===== src/swfd_pkg.sv =====
// Package for the scale weight frame decoder.
// Frame layout constants, status codes and config register indexes.
// No dependencies.
package swfd_pkg;

  localparam int unsigned FRAME_LEN = 20;
  localparam int unsigned CNT_W     = $clog2(FRAME_LEN + 1);
  localparam int unsigned IDX_W     = $clog2(FRAME_LEN);

  localparam logic [7:0] SIGN_MINUS  = 8'h2D;
  localparam logic [7:0] UNIT_OUNCES = 8'h02;
  localparam logic [7:0] SMOOTH_ON   = 8'h01;

  localparam logic [7:0] PRODUCT_ID_RST  = 8'd3;
  localparam logic [7:0] WEIGHT_TYPE_RST = 8'd11;

  typedef enum logic [2:0] {
    ST_OK      = 3'd0,
    ST_TRUNC   = 3'd1,
    ST_BADPROD = 3'd2,
    ST_CKSUM   = 3'd3,
    ST_NOTWT   = 3'd4
  } status_e;

  typedef enum logic {
    CFG_PRODUCT_ID  = 1'b0,
    CFG_WEIGHT_TYPE = 1'b1
  } cfg_idx_e;

endpackage


===== src/swfd_if.sv =====
// Handshake channels of the scale weight frame decoder.
// Input word channel and result channel; depends on swfd_pkg.
interface swfd_in_if;
  logic       valid;
  logic       ready;
  logic [7:0] data_byte;
  logic       frame_end;

  modport source (output valid, output data_byte, output frame_end, input ready);
  modport sink   (input valid, input data_byte, input frame_end, output ready);
endinterface

interface swfd_out_if;
  logic                   valid;
  logic                   ready;
  swfd_pkg::status_e      status;
  logic [23:0]            elapsed_ms;
  logic                   shows_ounces;
  logic signed [24:0]     weight_cg;
  logic signed [16:0]     flow_cg_per_s;
  logic [7:0]             battery_pct;
  logic [15:0]            standby_tenth_min;
  logic [7:0]             buzzer;
  logic                   smoothing_on;

  modport source (output valid, output status, output elapsed_ms, output shows_ounces,
                  output weight_cg, output flow_cg_per_s, output battery_pct,
                  output standby_tenth_min, output buzzer, output smoothing_on,
                  input ready);
  modport sink   (input valid, input status, input elapsed_ms, input shows_ounces,
                  input weight_cg, input flow_cg_per_s, input battery_pct,
                  input standby_tenth_min, input buzzer, input smoothing_on,
                  output ready);
endinterface


===== src/scale_weight_frame_decoder.sv =====
// Scale weight frame decoder: byte-wise notification parser with a registered result.
// Depends on swfd_pkg and the channel interfaces in swfd_if.sv.
//
// Takes one notification word (byte) per cycle and returns a single result on the
// word flagged frame_end. Sustained rate is one word per clock; a word is taken
// whenever the result register is empty or being drained in the same cycle, so
// the only stall comes from a result the sink has not yet taken. The result for
// a final word appears in the cycle after it is accepted. Frame bytes are held in a
// FRAME_LEN-entry register file; status checks run in the order truncated, bad
// product, checksum mismatch, not a weight frame. Decoded fields read zero
// unless the status is ok. product_id and weight_frame_type are written through
// the config port; the user must do so only while the block is idle (unchecked).
module scale_weight_frame_decoder (
  input  logic                 clk_i,
  input  logic                 rst_ni,
  input  logic                 cfg_we_i,
  input  swfd_pkg::cfg_idx_e   cfg_idx_i,
  input  logic [7:0]           cfg_data_i,
  swfd_in_if.sink              in_i,
  swfd_out_if.source           out_o
);
  import swfd_pkg::*;

  logic [7:0]       product_id_q;
  logic [7:0]       weight_type_q;
  logic [CNT_W-1:0] count_q, count_d;
  logic [7:0]       xor_q, xor_d;
  logic [7:0]       store_q [FRAME_LEN];
  logic [7:0]       frame_w [FRAME_LEN];

  logic             accept;
  logic             store_en;
  logic             out_valid_q;

  status_e          status_d;
  logic [23:0]      elapsed_d;
  logic             ounces_d;
  logic [24:0]      weight_mag;
  logic signed [24:0] weight_d;
  logic [16:0]      flow_mag;
  logic signed [16:0] flow_d;
  logic [15:0]      standby_d;
  logic             smooth_d;
  logic             ok;

  assign in_i.ready  = !out_valid_q || out_o.ready;
  assign accept      = in_i.valid && in_i.ready;
  assign store_en    = count_q < CNT_W'(FRAME_LEN);
  assign out_o.valid = out_valid_q;

  // Config registers
  always_ff @(posedge clk_i or negedge rst_ni) begin
    if (!rst_ni) begin
      product_id_q  <= PRODUCT_ID_RST;
      weight_type_q <= WEIGHT_TYPE_RST;
    end else if (cfg_we_i) begin
      unique case (cfg_idx_i)
        CFG_PRODUCT_ID:  product_id_q  <= cfg_data_i;
        CFG_WEIGHT_TYPE: weight_type_q <= cfg_data_i;
        default: ;
      endcase
    end
  end

  // Frame view including the word arriving this cycle
  always_comb begin
    for (int k = 0; k < FRAME_LEN; k++) begin
      frame_w[k] = (store_en && count_q[IDX_W-1:0] == IDX_W'(k)) ? in_i.data_byte
                                                                 : store_q[k];
    end
  end

  always_comb begin
    count_d = store_en ? count_q + CNT_W'(1) : count_q;
    xor_d   = (count_q < CNT_W'(FRAME_LEN - 1)) ? (xor_q ^ in_i.data_byte) : xor_q;
  end

  always_ff @(posedge clk_i) begin
    if (accept && store_en) begin
      store_q[count_q[IDX_W-1:0]] <= in_i.data_byte;
    end
  end

  always_ff @(posedge clk_i or negedge rst_ni) begin
    if (!rst_ni) begin
      count_q <= '0;
      xor_q   <= '0;
    end else if (accept) begin
      if (in_i.frame_end) begin
        count_q <= '0;
        xor_q   <= '0;
      end else begin
        count_q <= count_d;
        xor_q   <= xor_d;
      end
    end
  end

  // Result decode
  always_comb begin
    if (count_d < CNT_W'(FRAME_LEN)) begin
      status_d = ST_TRUNC;
    end else if (frame_w[0] != product_id_q) begin
      status_d = ST_BADPROD;
    end else if (xor_d != frame_w[FRAME_LEN-1]) begin
      status_d = ST_CKSUM;
    end else if (frame_w[1] != weight_type_q) begin
      status_d = ST_NOTWT;
    end else begin
      status_d = ST_OK;
    end
    ok = (status_d == ST_OK);

    weight_mag = {1'b0, frame_w[7], frame_w[8], frame_w[9]};
    flow_mag   = {1'b0, frame_w[11], frame_w[12]};

    elapsed_d = ok ? {frame_w[2], frame_w[3], frame_w[4]} : '0;
    ounces_d  = ok && (frame_w[5] == UNIT_OUNCES);
    weight_d  = !ok ? '0 : (frame_w[6] == SIGN_MINUS) ? -$signed(weight_mag)
                                                      : $signed(weight_mag);
    flow_d    = !ok ? '0 : (frame_w[10] == SIGN_MINUS) ? -$signed(flow_mag)
                                                       : $signed(flow_mag);
    standby_d = ok ? {frame_w[14], frame_w[15]} : '0;
    smooth_d  = ok && (frame_w[17] == SMOOTH_ON);
  end

  always_ff @(posedge clk_i or negedge rst_ni) begin
    if (!rst_ni) begin
      out_valid_q <= 1'b0;
    end else if (accept && in_i.frame_end) begin
      out_valid_q <= 1'b1;
    end else if (out_o.ready) begin
      out_valid_q <= 1'b0;
    end
  end

  // Hold the result until the sink takes it
  always_ff @(posedge clk_i) begin
    if (accept && in_i.frame_end) begin
      out_o.status            <= status_d;
      out_o.elapsed_ms        <= elapsed_d;
      out_o.shows_ounces      <= ounces_d;
      out_o.weight_cg         <= weight_d;
      out_o.flow_cg_per_s     <= flow_d;
      out_o.battery_pct       <= ok ? frame_w[13] : '0;
      out_o.standby_tenth_min <= standby_d;
      out_o.buzzer            <= ok ? frame_w[16] : '0;
      out_o.smoothing_on      <= smooth_d;
    end
  end

endmodule

===== src/flat_wrapper.sv =====
// flat-port wrapper written by rule: the top's interface ports become plain ports
module scale_weight_frame_decoder_flat import swfd_pkg::*;
  (clk_i, rst_ni, cfg_we_i, cfg_idx_i, cfg_data_i, in_i_valid, in_i_data_byte, in_i_frame_end, in_i_ready, out_o_valid, out_o_status, out_o_elapsed_ms, out_o_shows_ounces, out_o_weight_cg, out_o_flow_cg_per_s, out_o_battery_pct, out_o_standby_tenth_min, out_o_buzzer, out_o_smoothing_on, out_o_ready);
  swfd_in_if in_i_i ();
  swfd_out_if out_o_i ();
  input  logic clk_i;
  input  logic rst_ni;
  input  logic cfg_we_i;
  input  swfd_pkg::cfg_idx_e cfg_idx_i;
  input  logic [7:0] cfg_data_i;
  input wire logic [$bits(in_i_i.valid)-1:0] in_i_valid;
  input wire logic [$bits(in_i_i.data_byte)-1:0] in_i_data_byte;
  input wire logic [$bits(in_i_i.frame_end)-1:0] in_i_frame_end;
  output wire logic [$bits(in_i_i.ready)-1:0] in_i_ready;
  output wire logic [$bits(out_o_i.valid)-1:0] out_o_valid;
  output wire logic [$bits(out_o_i.status)-1:0] out_o_status;
  output wire logic [$bits(out_o_i.elapsed_ms)-1:0] out_o_elapsed_ms;
  output wire logic [$bits(out_o_i.shows_ounces)-1:0] out_o_shows_ounces;
  output wire logic [$bits(out_o_i.weight_cg)-1:0] out_o_weight_cg;
  output wire logic [$bits(out_o_i.flow_cg_per_s)-1:0] out_o_flow_cg_per_s;
  output wire logic [$bits(out_o_i.battery_pct)-1:0] out_o_battery_pct;
  output wire logic [$bits(out_o_i.standby_tenth_min)-1:0] out_o_standby_tenth_min;
  output wire logic [$bits(out_o_i.buzzer)-1:0] out_o_buzzer;
  output wire logic [$bits(out_o_i.smoothing_on)-1:0] out_o_smoothing_on;
  input wire logic [$bits(out_o_i.ready)-1:0] out_o_ready;
  assign in_i_i.valid = in_i_valid;
  assign in_i_i.data_byte = in_i_data_byte;
  assign in_i_i.frame_end = in_i_frame_end;
  assign in_i_ready = in_i_i.ready;
  assign out_o_valid = out_o_i.valid;
  assign out_o_status = out_o_i.status;
  assign out_o_elapsed_ms = out_o_i.elapsed_ms;
  assign out_o_shows_ounces = out_o_i.shows_ounces;
  assign out_o_weight_cg = out_o_i.weight_cg;
  assign out_o_flow_cg_per_s = out_o_i.flow_cg_per_s;
  assign out_o_battery_pct = out_o_i.battery_pct;
  assign out_o_standby_tenth_min = out_o_i.standby_tenth_min;
  assign out_o_buzzer = out_o_i.buzzer;
  assign out_o_smoothing_on = out_o_i.smoothing_on;
  assign out_o_i.ready = out_o_ready;
  scale_weight_frame_decoder u_core (.clk_i(clk_i), .rst_ni(rst_ni), .cfg_we_i(cfg_we_i), .cfg_idx_i(cfg_idx_i), .cfg_data_i(cfg_data_i), .in_i(in_i_i), .out_o(out_o_i));
endmodule

===== config.mk =====
export PLATFORM = sky130hd
export DESIGN_NAME = scale_weight_frame_decoder_flat
export DESIGN_NICKNAME = d
export VERILOG_FILES = /design/src/swfd_pkg.sv /design/src/swfd_if.sv /design/src/scale_weight_frame_decoder.sv /design/src/flat_wrapper.sv
export SDC_FILE = /design/constraint.sdc
export NUM_CORES = 1
export LEC_CHECK = 0
export ABC_AREA = 1
export BUFFER_PORTS_ARGS = -buffer_cell sky130_fd_sc_hd__buf_4
export CAP_MARGIN = 30
export CELL_PAD_IN_SITES_DETAIL_PLACEMENT = 0
export CELL_PAD_IN_SITES_GLOBAL_PLACEMENT = 1
export CORE_AREA = 2 2 184 186
export CTS_BUF_LIST = sky130_fd_sc_hd__clkbuf_4 sky130_fd_sc_hd__clkbuf_8 sky130_fd_sc_hd__clkbuf_16
export CTS_CLUSTER_SIZE = 12
export DETAILED_ROUTE_END_ITERATION = 16
export DIE_AREA = 0 0 186 188
export PLACE_DENSITY_LB_ADDON = 0.1
export SLEW_MARGIN = 25
export SYNTH_ARGS = -nofsm -noshare
export SYNTH_HDL_FRONTEND = slang
export SYNTH_SLANG_ARGS = --single-unit

===== constraint.sdc =====
create_clock -name clk_i -period 11.6 [get_ports clk_i]
set_input_delay 2.32 -clock clk_i [delete_from_list [all_inputs] [get_ports clk_i]]
set_output_delay 2.32 -clock clk_i [all_outputs]
set_load 0.02 [all_outputs]

==> results.md, run 1 <==
- Main synth FF type: edfxtp_1
- Distinct cells, synth: 39
- Worst Path Max Fanout: 3
- Flop pwr share: 0.485
- P&R area growth vs syn: 19.2%
- Hold Startpoint: u_core.weight_type_q[0]
- Num CTS Buffers: 34
- Largest family of logic cells by synthesized area: simple AND/OR/NAND/NOR gates
- Post-Route WL: 31900 um
- Avg WL per Cell: 16.7 um
- Worst setup EP type: primary output
- RSZ-0062 raised after global routing: no
- Post-synthesis mux area share: 0
- Cell row count: 67
- XOR/XNOR Fraction of Synth Area: 0.0155
- Vias: 9103
- Final min period: 5.01 ns
- Ys async rst share: 0.105
- TNS Setup: 0 ns
- Seq/Total Area, Yosys: 0.649
- Clock sinks: 285
- Core area: 0.0331 mm2
- Drt via density: 4.76
- I/O Pins: 128
- Gpl congestion: 0.807
- Most frequent cells after synthesis: nand2_1 (334), edfxtp_1 (255), inv_1 (197), nor2_1 (168), nand3_1 (72)
- Fmax: 0.199 GHz
- Most common cell in the netlist: nand2_1
- Detailed Place HPWL: 20400 um
- Critical path startpoint: out_o_ready
- Post_cts resized: 0
- Sum of buffers and inverters on the critical path: 3
- Layout cell share with drive strength beyond 1: 0.153
- Critical path class: in2out
- Chip width: 186 um
- Clk pwr share: 0.431
- CP startpoint kind: input port
- Number of max-cap violations: 0
- Synth Area in Simple Gates: 0.213
- First-pass GRT wire length: 49400 um
- 1st-pass router iterations: 6
- Power consumption: 2.42 mW
- Clk pin slew, worst setup/hold paths: 0.05 ns
- Starting DRT DRC Count: 588
- Critical path arrival: 2.69 ns
- Tot GR Track Use: 0.185
- Compound-Gate Fraction of Synth Area: 0.0410
- Worst VDD drop: 106 uV
- Hold Path Class: reg2reg
- Critical Path Slowest Stage Cell: buf_4
- Hold_buf cts: 0
- Ant. Diodes: 0
- Post-synth EDFFs: 255
- Placed Cells: 1852
- Leak: 6.71 nW
- Yosys warning count: 0
- Synth Area per Inst: 9.93 um2
- Outcome: finished, final reports clean
- Register bit total from synthesis: 285
- CTS tree: done
- Dpl cell area: 0.0144 mm2
- Synth area leaders: edfxtp_1 (59%), nand2_1 (9.7%), inv_1 (5.7%)
- Hold Fails Final Rpt: 0
- Starting Density: 0.392
- Clock root buffer: clkbuf_16
- Fin cells: 1911
- Initial antenna violation count: 0
- H-Tree Level Count: 2
- Comb pwr share: 0.085
- Post-synth top area share: 0.590
- Post-synthesis cell count: 1306
- Worst path max stage delay: 0.16 ns
- Post-layout util: 0.467
- Max Root-Sink Buffers: 3
- Critical Path, Cell by Cell: buf_4 -> inv_1 -> nand2_1 -> buf_4
- Pwr/cell area: 156 mW/mm2
- Setup bufs post-CTS: 0
- Cell taking the most area after synthesis: edfxtp_1
- Most frequent CP cell: buf_4
- Slew margin rel.: 0.392
- Post-route cell area: 0.0155 mm2
- Reg2reg start: u_core.count_q[4]
- Max Clock Skew: 0.0142 ns
- Sw Ratio: 0.240
- Pins over their slew limit: 0
- Final setup fails: 0
- Synthesized Nets: 1335
- PortBufs: 127
- Die Y: 188 um
- Worst Path Required: 9.28 ns
- Mapped cell area: 0.0130 mm2
- Sw Pwr: 0.580 mW
- Vias in the first global route: 8610
- Die area: 0.0350 mm2
- Clock Latency Late Sink: 0.52 ns
- Drc violations: 0
- Period utilization: 0.432
- DRT antenna net count: 0
- # fillers: 3174
- Worst Max-Slew Pin Slew: 0.908 ns
- Critical path's top delay family: buffers and inverters
- Internal: 1.84 mW
- GR Overflow Total: 0
- Nets: 1469
- Post-Synth Adder-Cell Area: 0.00579
- Largest net degree at the start of global routing: 55
-- worst paths after layout --
path,to,slack (ns),depth (start not counted)
max,in_i_ready,6.59,4
min,u_core.weight_type_q[0],0.50,2
max reg2reg,u_core.out_o.flow_cg_per_s[9],7.57,15
min reg2reg,u_core.weight_type_q[0],0.50,2
max in group asynchronous,u_core.product_id_q[1],9.50,1
min in group asynchronous,u_core.weight_type_q[5],1.76,1
-- through the flow --
step           worst slack [ns]  hold WS (ns)
5_1_grt                    6.45         0.516
4_1_cts                    6.59         0.501
2_1_floorplan              3.90         0.466
3_3_place_gp               6.19         0.486
6_report                   6.59         0.496
3_5_place_dp               6.12         0.493
-- worst min-delay path: cells and delay by family, from the launching register on --
kind,cells,cell delay (ns)
flops,1,0.37
compound gates,1,0.07
simple gates,1,0.05
-- cells in the final DEF, fill, tap and decap left out, types with 2 or more instances in the layout --
| cell | count |
|---|---|
| inv_6 | 2 |
| xnor2_1 | 8 |
| ha_1 | 6 |
| buf_4 | 135 |
| o21ai_0 | 69 |
| nor2_2 | 12 |
| o21ai_1 | 6 |
| clkinv_1 | 7 |
| nor4_1 | 3 |
| nand2_1 | 334 |
| clkbuf_4 | 9 |
| nand3_2 | 5 |
| a21oi_1 | 6 |
| nand3_1 | 72 |
| nand3b_1 | 11 |
| edfxtp_1 | 255 |
| nor3_1 | 8 |
| o22ai_1 | 10 |
| dfstp_2 | 5 |
| bufinv_16 | 2 |
| xor2_1 | 15 |
| nand2_2 | 2 |
| clkbuf_16 | 34 |
| inv_1 | 197 |
| nor2_1 | 167 |
| clkinv_2 | 3 |
| nand4_1 | 33 |
| inv_2 | 3 |
| dfrtp_1 | 25 |
-- power by group through the flow --
stage / sequential (mW) / clock (mW) / combinational (mW)
after global placement: 1.19 / 0 / 0.207
after global routing: 1.18 / 1.10 / 0.230
after floorplan: 1.21 / 0 / 0.117
after CTS: 1.17 / 1.07 / 0.208
final: 1.17 / 1.04 / 0.205
after detailed placement: 1.19 / 0 / 0.208
-- routing by layer --
metal  routed length (um)  vias to the layer above  track usage
li1                     -                     4552            -
met1                15000                     4299        0.265
met5                    0                        -            0
met4                  486                        0       0.0403
met2                14900                      209        0.299
met3                 1440                       43       0.0266
-- logic make-up (layout without fill, tap and decap cells) --
group           count (synthesis)  count (layout)
simple gates                  651             651
flops                         285             285
buf+inv                       242             399
compound gates                 99              99
xor+xnor                       23              23
fa+ha+maj                       6               6
-- registers in the layout (all words and copies together) (netlist names), 3 cells and up --
register	cells
u_core.count_q	5
u_core.out_o.battery_pct	8
u_core.out_o.buzzer	8
u_core.out_o.elapsed_ms	24
u_core.out_o.flow_cg_per_s	17
u_core.out_o.standby_tenth_min	16
u_core.out_o.status	3
u_core.out_o.weight_cg	25
u_core.product_id_q	8
u_core.store_q	152
u_core.weight_type_q	8
u_core.xor_q	8
-- cell type report --
class | count | area (um2) | share of cell area
Sequential cell | 285 | 8410 | 0.544
Multi-Input combinational cell | 779 | 3590 | 0.232
Timing Repair Buffer | 137 | 1040 | 0.0671
Clock buffer | 44 | 932 | 0.0603
Inverter | 203 | 764 | 0.0494
Tap cell | 448 | 561 | 0.0362
Clock inverter | 15 | 169 | 0.0109
Power figures use the tool's default switching activity.
==> inputs of run 2 (changes only) <==
Clock period 11.6 ns to 4.9 ns, I/O delays scaled along.
==> run 2 against run 1 <==
Clock power rose by 140%. Hold slack got worse by 0.091 ns. Core utilization rose by 0.11 points.
==> results.md, run 2 (synthesis gave the netlist of run 1 again) <==
- Nets: 1470 (+0.068%)
- DRT antenna net count: 0 (unchanged)
- Commonest non-fill, non-tap cell in the layout: nand2_1
- Dpl cell area: 0.0144 mm2 (+0.17%)
- Outcome: finished, final reports clean
- Initial antenna violation count: 0 (unchanged)
- Critical path class: reg2reg
- Post-Route WL: 31600 um (-0.91%)
- Final setup fails: 0 (unchanged)
- Starting Density: 0.392 (unchanged)
- 1st-pass router iterations: 4 (-2)
- Number of max-cap violations: 0 (unchanged)
- Multi-input gate area: 0.00360 mm2 (+0.28%)
- Worst VDD drop: 271 uV (+150%)
- I/O Pins: 128 (unchanged)
- Tot GR Track Use: 0.183 (-0.00198)
- CTS tree: done
- Most frequent cells in the layout: nand2_1 (334), edfxtp_1 (255), inv_1 (197)
- Internal: 4.38 mW (+140%)
- Pwr/cell area: 370 mW/mm2 (+140%)
- Sw Ratio: 0.237 (-0.00292)
- Hold_buf cts: 0 (unchanged)
- Sum of buffers and inverters on the critical path: 1 (-2)
- Starting DRT DRC Count: 520 (-12%)
- Period utilization: 0.724
- Chip width: 186 um (unchanged)
- Die area: 0.0350 mm2 (unchanged)
- Final min period: 3.55 ns
- Sw Pwr: 1.36 mW (+130%)
- Drt via density: 4.76 (about the same)
- Max Root-Sink Buffers: 3 (unchanged)
- Fmax: 0.282 GHz
- Post_cts resized: 0 (unchanged)
- Critical path's top delay family: simple AND/OR/NAND/NOR gates
- Max reg flops: 152 (unchanged)
- Largest net degree at the start of global routing: 85 (+55%)
- Die Y: 188 um (unchanged)
- Hold Path Class: in2async
- GR Overflow Total: 0 (unchanged)
- Setup bufs post-CTS: 0 (unchanged)
- Critical path startpoint: u_core.count_q[1]
- Leak: 6.73 nW (+0.25%)
- Flop pwr share: 0.483 (-0.002)
- Max Clock Skew: 0.0170 ns (+0.00282 ns)
- Detailed Place HPWL: 20900 um (+2.0%)
- Clock Latency Late Sink: 0.53 ns (about the same)
- Critical path arrival: 3.79 ns (+1.10 ns)
- Slew margin rel.: 0.454 (+0.0611)
- Num CTS Buffers: 34 (unchanged)
- TNS Setup: 0 ns (unchanged)
- Vias: 9092 (-0.12%)
- Vias in the first global route: 8670 (+0.70%)
- # fillers: 3141 (-1.0%)
- Pins over their slew limit: 0 (unchanged)
- H-Tree Level Count: 2 (unchanged)
- Clock root buffer: clkbuf_16
- First-pass GRT wire length: 49000 um (-0.73%)
- RSZ-0062 raised after global routing: no
- Reg2reg start: u_core.count_q[1]
- Avg WL per Cell: 16.5 um (-0.86%)
- P&R area growth vs syn: 19.5%
- Critical Path, Cell by Cell: inv_1 -> ha_1 -> nand3_2 -> o21ai_0 -> ha_1 -> nand3_1 -> nor2_1 -> nand2_1 -> nor2_1 -> nand2_1 -> nand2_1 -> nand2_1 -> nand2_1 -> nor2_1
- Layout cell share with drive strength beyond 1: 0.155 (+0.00216)
- Comb pwr share: 0.084 (about the same)
- Hold Fails Final Rpt: 0 (unchanged)
- Most frequent CP cell: nand2_1
- Worst Path Max Fanout: 18 (+15)
- Clk pin slew, worst setup/hold paths: 0.06 ns (about the same)
- Gpl congestion: 0.812 (+0.57%)
- Worst setup EP type: register
- Ant. Diodes: 0 (unchanged)
- Core area: 0.0331 mm2 (unchanged)
- Sequential Area: 0.00841 mm2 (unchanged)
- Clock sinks: 285 (unchanged)
- Critical Path Slowest Stage Cell: o21ai_0
- Clk pwr share: 0.432 (about the same)
- Worst path max stage delay: 0.52 ns (+0.36 ns)
- Cell row count: 67 (unchanged)
- Post-route cell area: 0.0155 mm2 (+0.23%)
- Worst Path Required: 5.15 ns (-4.13 ns)
- PortBufs: 127 (unchanged)
- Worst Max-Slew Pin Slew: 0.817 ns (-0.0913 ns)
- CP startpoint kind: register
- Drc violations: 0 (unchanged)
-- run 2: cell count changes in the layout (fill, tap and decap cells not counted), sizes merged --
cell	delta
clkinvlp	-1
buf	+1
clkinv	-4
clkbuf	+3
-- run 2: metal layers --
metal	global-route usage	vias up	part of all wire	routed length, um
li1	-	4545	-	-
met1	0.250	4311	0.46	14500
met2	0.304	186	0.48	15300
met3	0.0272	50	0.039	1240
met4	0.0491	0	0.019	594
met5	0	-	0	0
-- run 2: power by group through the flow --
| stage | combinational, mW | clock (mW) | sequential [mW] |
|---|---|---|---|
| floorplan | 0.276 | 0 | 2.85 |
| global placement | 0.488 | 0 | 2.83 |
| detailed placement | 0.492 | 0 | 2.83 |
| CTS | 0.493 | 2.55 | 2.78 |
| global route | 0.548 | 2.65 | 2.78 |
| finish | 0.485 | 2.48 | 2.78 |
-- run 2: cell type report --
type                            instances  share of cell area
Clock buffer                           47              0.0620
Clock inverter                         10             0.00944
Inverter                              203              0.0493
Multi-Input combinational cell        779               0.232
Sequential cell                       285               0.543
Tap cell                              448              0.0362
Timing Repair Buffer                  138              0.0683
-- run 2: final timing paths --
| path | to | slack [ns] | depth (start not counted) |
|---|---|---|---|
| min in group clk_i | u_core.weight_type_q[0] | 0.50 | 2 |
| max reg2reg | u_core.out_o.weight_cg[14] | 1.35 | 14 |
| min | u_core.product_id_q[3] | 0.41 | 1 |
| min reg2reg | u_core.weight_type_q[0] | 0.50 | 2 |
| max | u_core.out_o.weight_cg[14] | 1.35 | 14 |
| max in group asynchronous | u_core.weight_type_q[0] | 4.15 | 1 |
-- run 2: through the flow --
step | util | worst slack (ns) | power, mW | cells | hold slack (ns)
floorplan | - | 0.302 | 3.13 | 1306 | 0.466
global route | 0.468 | 0.860 | 5.98 | 1910 | 0.415
global placement | 0.435 | 1.19 | 3.31 | 1852 | 0.489
detailed placement | 0.435 | 1.14 | 3.32 | 1852 | 0.493
finish | 0.468 | 1.35 | 5.74 | 1910 | 0.405
CTS | 0.468 | 1.34 | 5.82 | 1909 | 0.399
==> inputs of run 3 (changes only) <==
Clock period 4.9 ns to 2.84 ns, I/O delays scaled along.
==> run 3 against run 2 <==
Combinational power grew 94%. Hold slack lost 0.15 ns. Die area unchanged. Flip-flop and latch count unchanged. Design area rose by 4.7%. Via count up 3.3%. Core utilization increased by 2.2 points. Clock-buffer cell count unchanged. Largest cell class unchanged. Highest routed layer unchanged. Sequential share of layout area decreased by 2.5 points. Critical path depth unchanged. Non-clock buffer count grew 82.
==> results.md, run 3 (synthesis gave the netlist of run 1 again) <==
- Outcome: finished, final reports clean
- Gpl congestion: 0.794 (-2.2%)
- Slew margin rel.: 0.500 (+0.0460)
- Leak: 7.19 nW (+6.8%)
- Most frequent CP cell: nand2_1
- Pwr/cell area: 624 mW/mm2 (+69%)
- Critical path arrival: 2.92 ns (-0.87 ns)
- Initial antenna violation count: 0 (unchanged)
- Critical path's top delay family: simple AND/OR/NAND/NOR gates
- Setup bufs post-CTS: 0 (unchanged)
- Period utilization: 0.915 (+0.191)
- Vias in the first global route: 9113 (+5.1%)
- Die Y: 188 um (unchanged)
- Starting Density: 0.392 (unchanged)
- Worst Path Max Fanout: 10 (-8)
- H-Tree Level Count: 1 (-1)
- Pre-CTS setup slack: 0.0120 ns (-1.13 ns)
- Dpl cell area: 0.0150 mm2 (+4.5%)
- Setup WS post-layout: 0.242 ns (-1.11 ns)
- # fillers: 3110 (-0.99%)
- Post-route cell area: 0.0162 mm2 (+4.7%)
- Hold Fails Final Rpt: 0 (unchanged)
- DRT antenna net count: 0 (unchanged)
- Starting DRT DRC Count: 662 (+27%)
- Power consumption: 10.1 mW (+77%)
- Tot GR Track Use: 0.189 (+0.00560)
- Post-Route WL: 32400 um (+2.7%)
- Critical Path, Cell by Cell: buf_4 -> inv_1 -> nand2_1 -> nor2_1 -> buf_4 -> nand3_1 -> nand2_1 -> nand2_1 -> nor2_1 -> nand2_1 -> nand2_1 -> nand4_1 -> nand2_1 -> nor2_1
- Critical Path Slowest Stage Cell: dfrtp_1
- Reg2reg start: u_core.count_q[2]
- CP startpoint kind: register
- Nets: 1549 (+5.4%)
- Final min period: 2.60 ns (-0.947 ns)
- CTS tree: done
- Drt via density: 4.71 (-1.0%)
- Pins over their slew limit: 0 (unchanged)
- Cell row count: 67 (unchanged)
- Core area: 0.0331 mm2 (unchanged)
- P&R area growth vs syn: 25.2%
- Drc violations: 0 (unchanged)
- I/O Pins: 128 (unchanged)
- 1st-pass router iterations: 5 (+1)
- TNS Setup: 0 ns (unchanged)
- RSZ-0062 raised after global routing: no
- Num CTS Buffers: 31 (-8.8%)
- Worst Max-Slew Pin Slew: 0.748 ns (-0.0687 ns)
- Clk pin slew, worst setup/hold paths: 0.06 ns (about the same)
- Chip width: 186 um (unchanged)
- Max Root-Sink Buffers: 3 (unchanged)
- Ant. Diodes: 0 (unchanged)
- Final setup fails: 0 (unchanged)
- Layout cell share with drive strength beyond 1: 0.204 (+0.0486)
- Hold Startpoint: cfg_data_i[1]
- Most frequent cells in the layout: nand2_1 (331), edfxtp_1 (255), buf_4 (214)
- Clock sinks: 285 (unchanged)
- Largest net degree at the start of global routing: 54 (-36%)
- Number of max-cap violations: 0 (unchanged)
- Fmax: 0.385 GHz (+36%)
- Max reg flops: 152 (unchanged)
- Vias: 9392 (+3.3%)
- Sum of buffers and inverters on the critical path: 3 (+2)
- Clock root buffer: clkbuf_16
- Detailed Place HPWL: 22500 um (+8.0%)
- Placed Cells: 1934 (+4.4%)
- Clock Latency Late Sink: 0.57 ns (+0.04 ns)
- Critical path startpoint: u_core.count_q[2]
- GR Overflow Total: 0 (unchanged)
- PortBufs: 127 (unchanged)
- Worst Path Required: 3.16 ns (-1.99 ns)
- Avg WL per Cell: 16.3 um (-1.6%)
- Hold Path Class: in2reg
- Max Clock Skew: 0.0189 ns (+0.00187 ns)
- Worst path max stage delay: 0.47 ns (-0.05 ns)
- First-pass GRT wire length: 50700 um (+3.6%)
- Fin cells: 1993 (+4.3%)
- Die area: 0.0350 mm2 (unchanged)
- Commonest non-fill, non-tap cell in the layout: nand2_1
- Worst setup EP type: register
- Worst VDD drop: 466 uV (+72%)
- Critical path class: reg2reg
run 3: power by group:
| group | internal (mW) | switching, mW | total, mW |
|---|---|---|---|
| sequential | 4.72 | 0.0691 | 4.78 |
| combinational | 0.339 | 0.603 | 0.942 |
| clock | 2.78 | 1.63 | 4.41 |
run 3: what timing repair did:
action	4_1_cts	5_1_grt
endpoints found under the hold margin	25	0
endpoints found under the setup margin	1	83
gates resized for setup	1	16
hold buffers	1	0
run 3: cell type report:
cell class	instances	area, um2	area share
flip-flops and latches	285	8420	0.518
multi-input cells	779	3640	0.224
repair buffers	220	1720	0.106
clock buffers	47	921	0.0567
inverters	203	764	0.0471
well taps	448	561	0.0345
clock inverters	11	219	0.0135
run 3: metrics by stage:
step | hold WS [ns] | util
final | 0.251 | 0.490
after global routing | 0.260 | 0.490
after CTS | 0.235 | 0.489
after detailed placement | 0.493 | 0.454
after global placement | 0.488 | 0.454
after floorplan | 0.272 | -
run 3: worst paths after layout:
kind	endpoint	slack, ns	cells after the start
setup / recovery	u_core.out_o.weight_cg[19]	0.24	14
hold / removal	u_core.product_id_q[1]	0.25	3
setup reg to reg	u_core.out_o.weight_cg[19]	0.24	14
hold reg to reg	u_core.product_id_q[6]	0.50	2
max in group asynchronous	u_core.count_q[3]	1.99	2
min in group asynchronous	u_core.product_id_q[2]	0.50	2
run 3: metal layers:
layer  GRT usage  up-vias  part of all wire
met5           0        -                 0
met4      0.0442        0             0.020
met3      0.0247       45             0.052
met2       0.308      222              0.47
met1       0.268     4418              0.46
li1            -     4707                 -
run 3: worst reg2reg max path, delay by kind of cell (launching register included):
family | cells | cell delay (ns)
buffers and inverters | 3 | 0.53
and+or+nand+nor | 11 | 1.36
DFF | 1 | 0.47
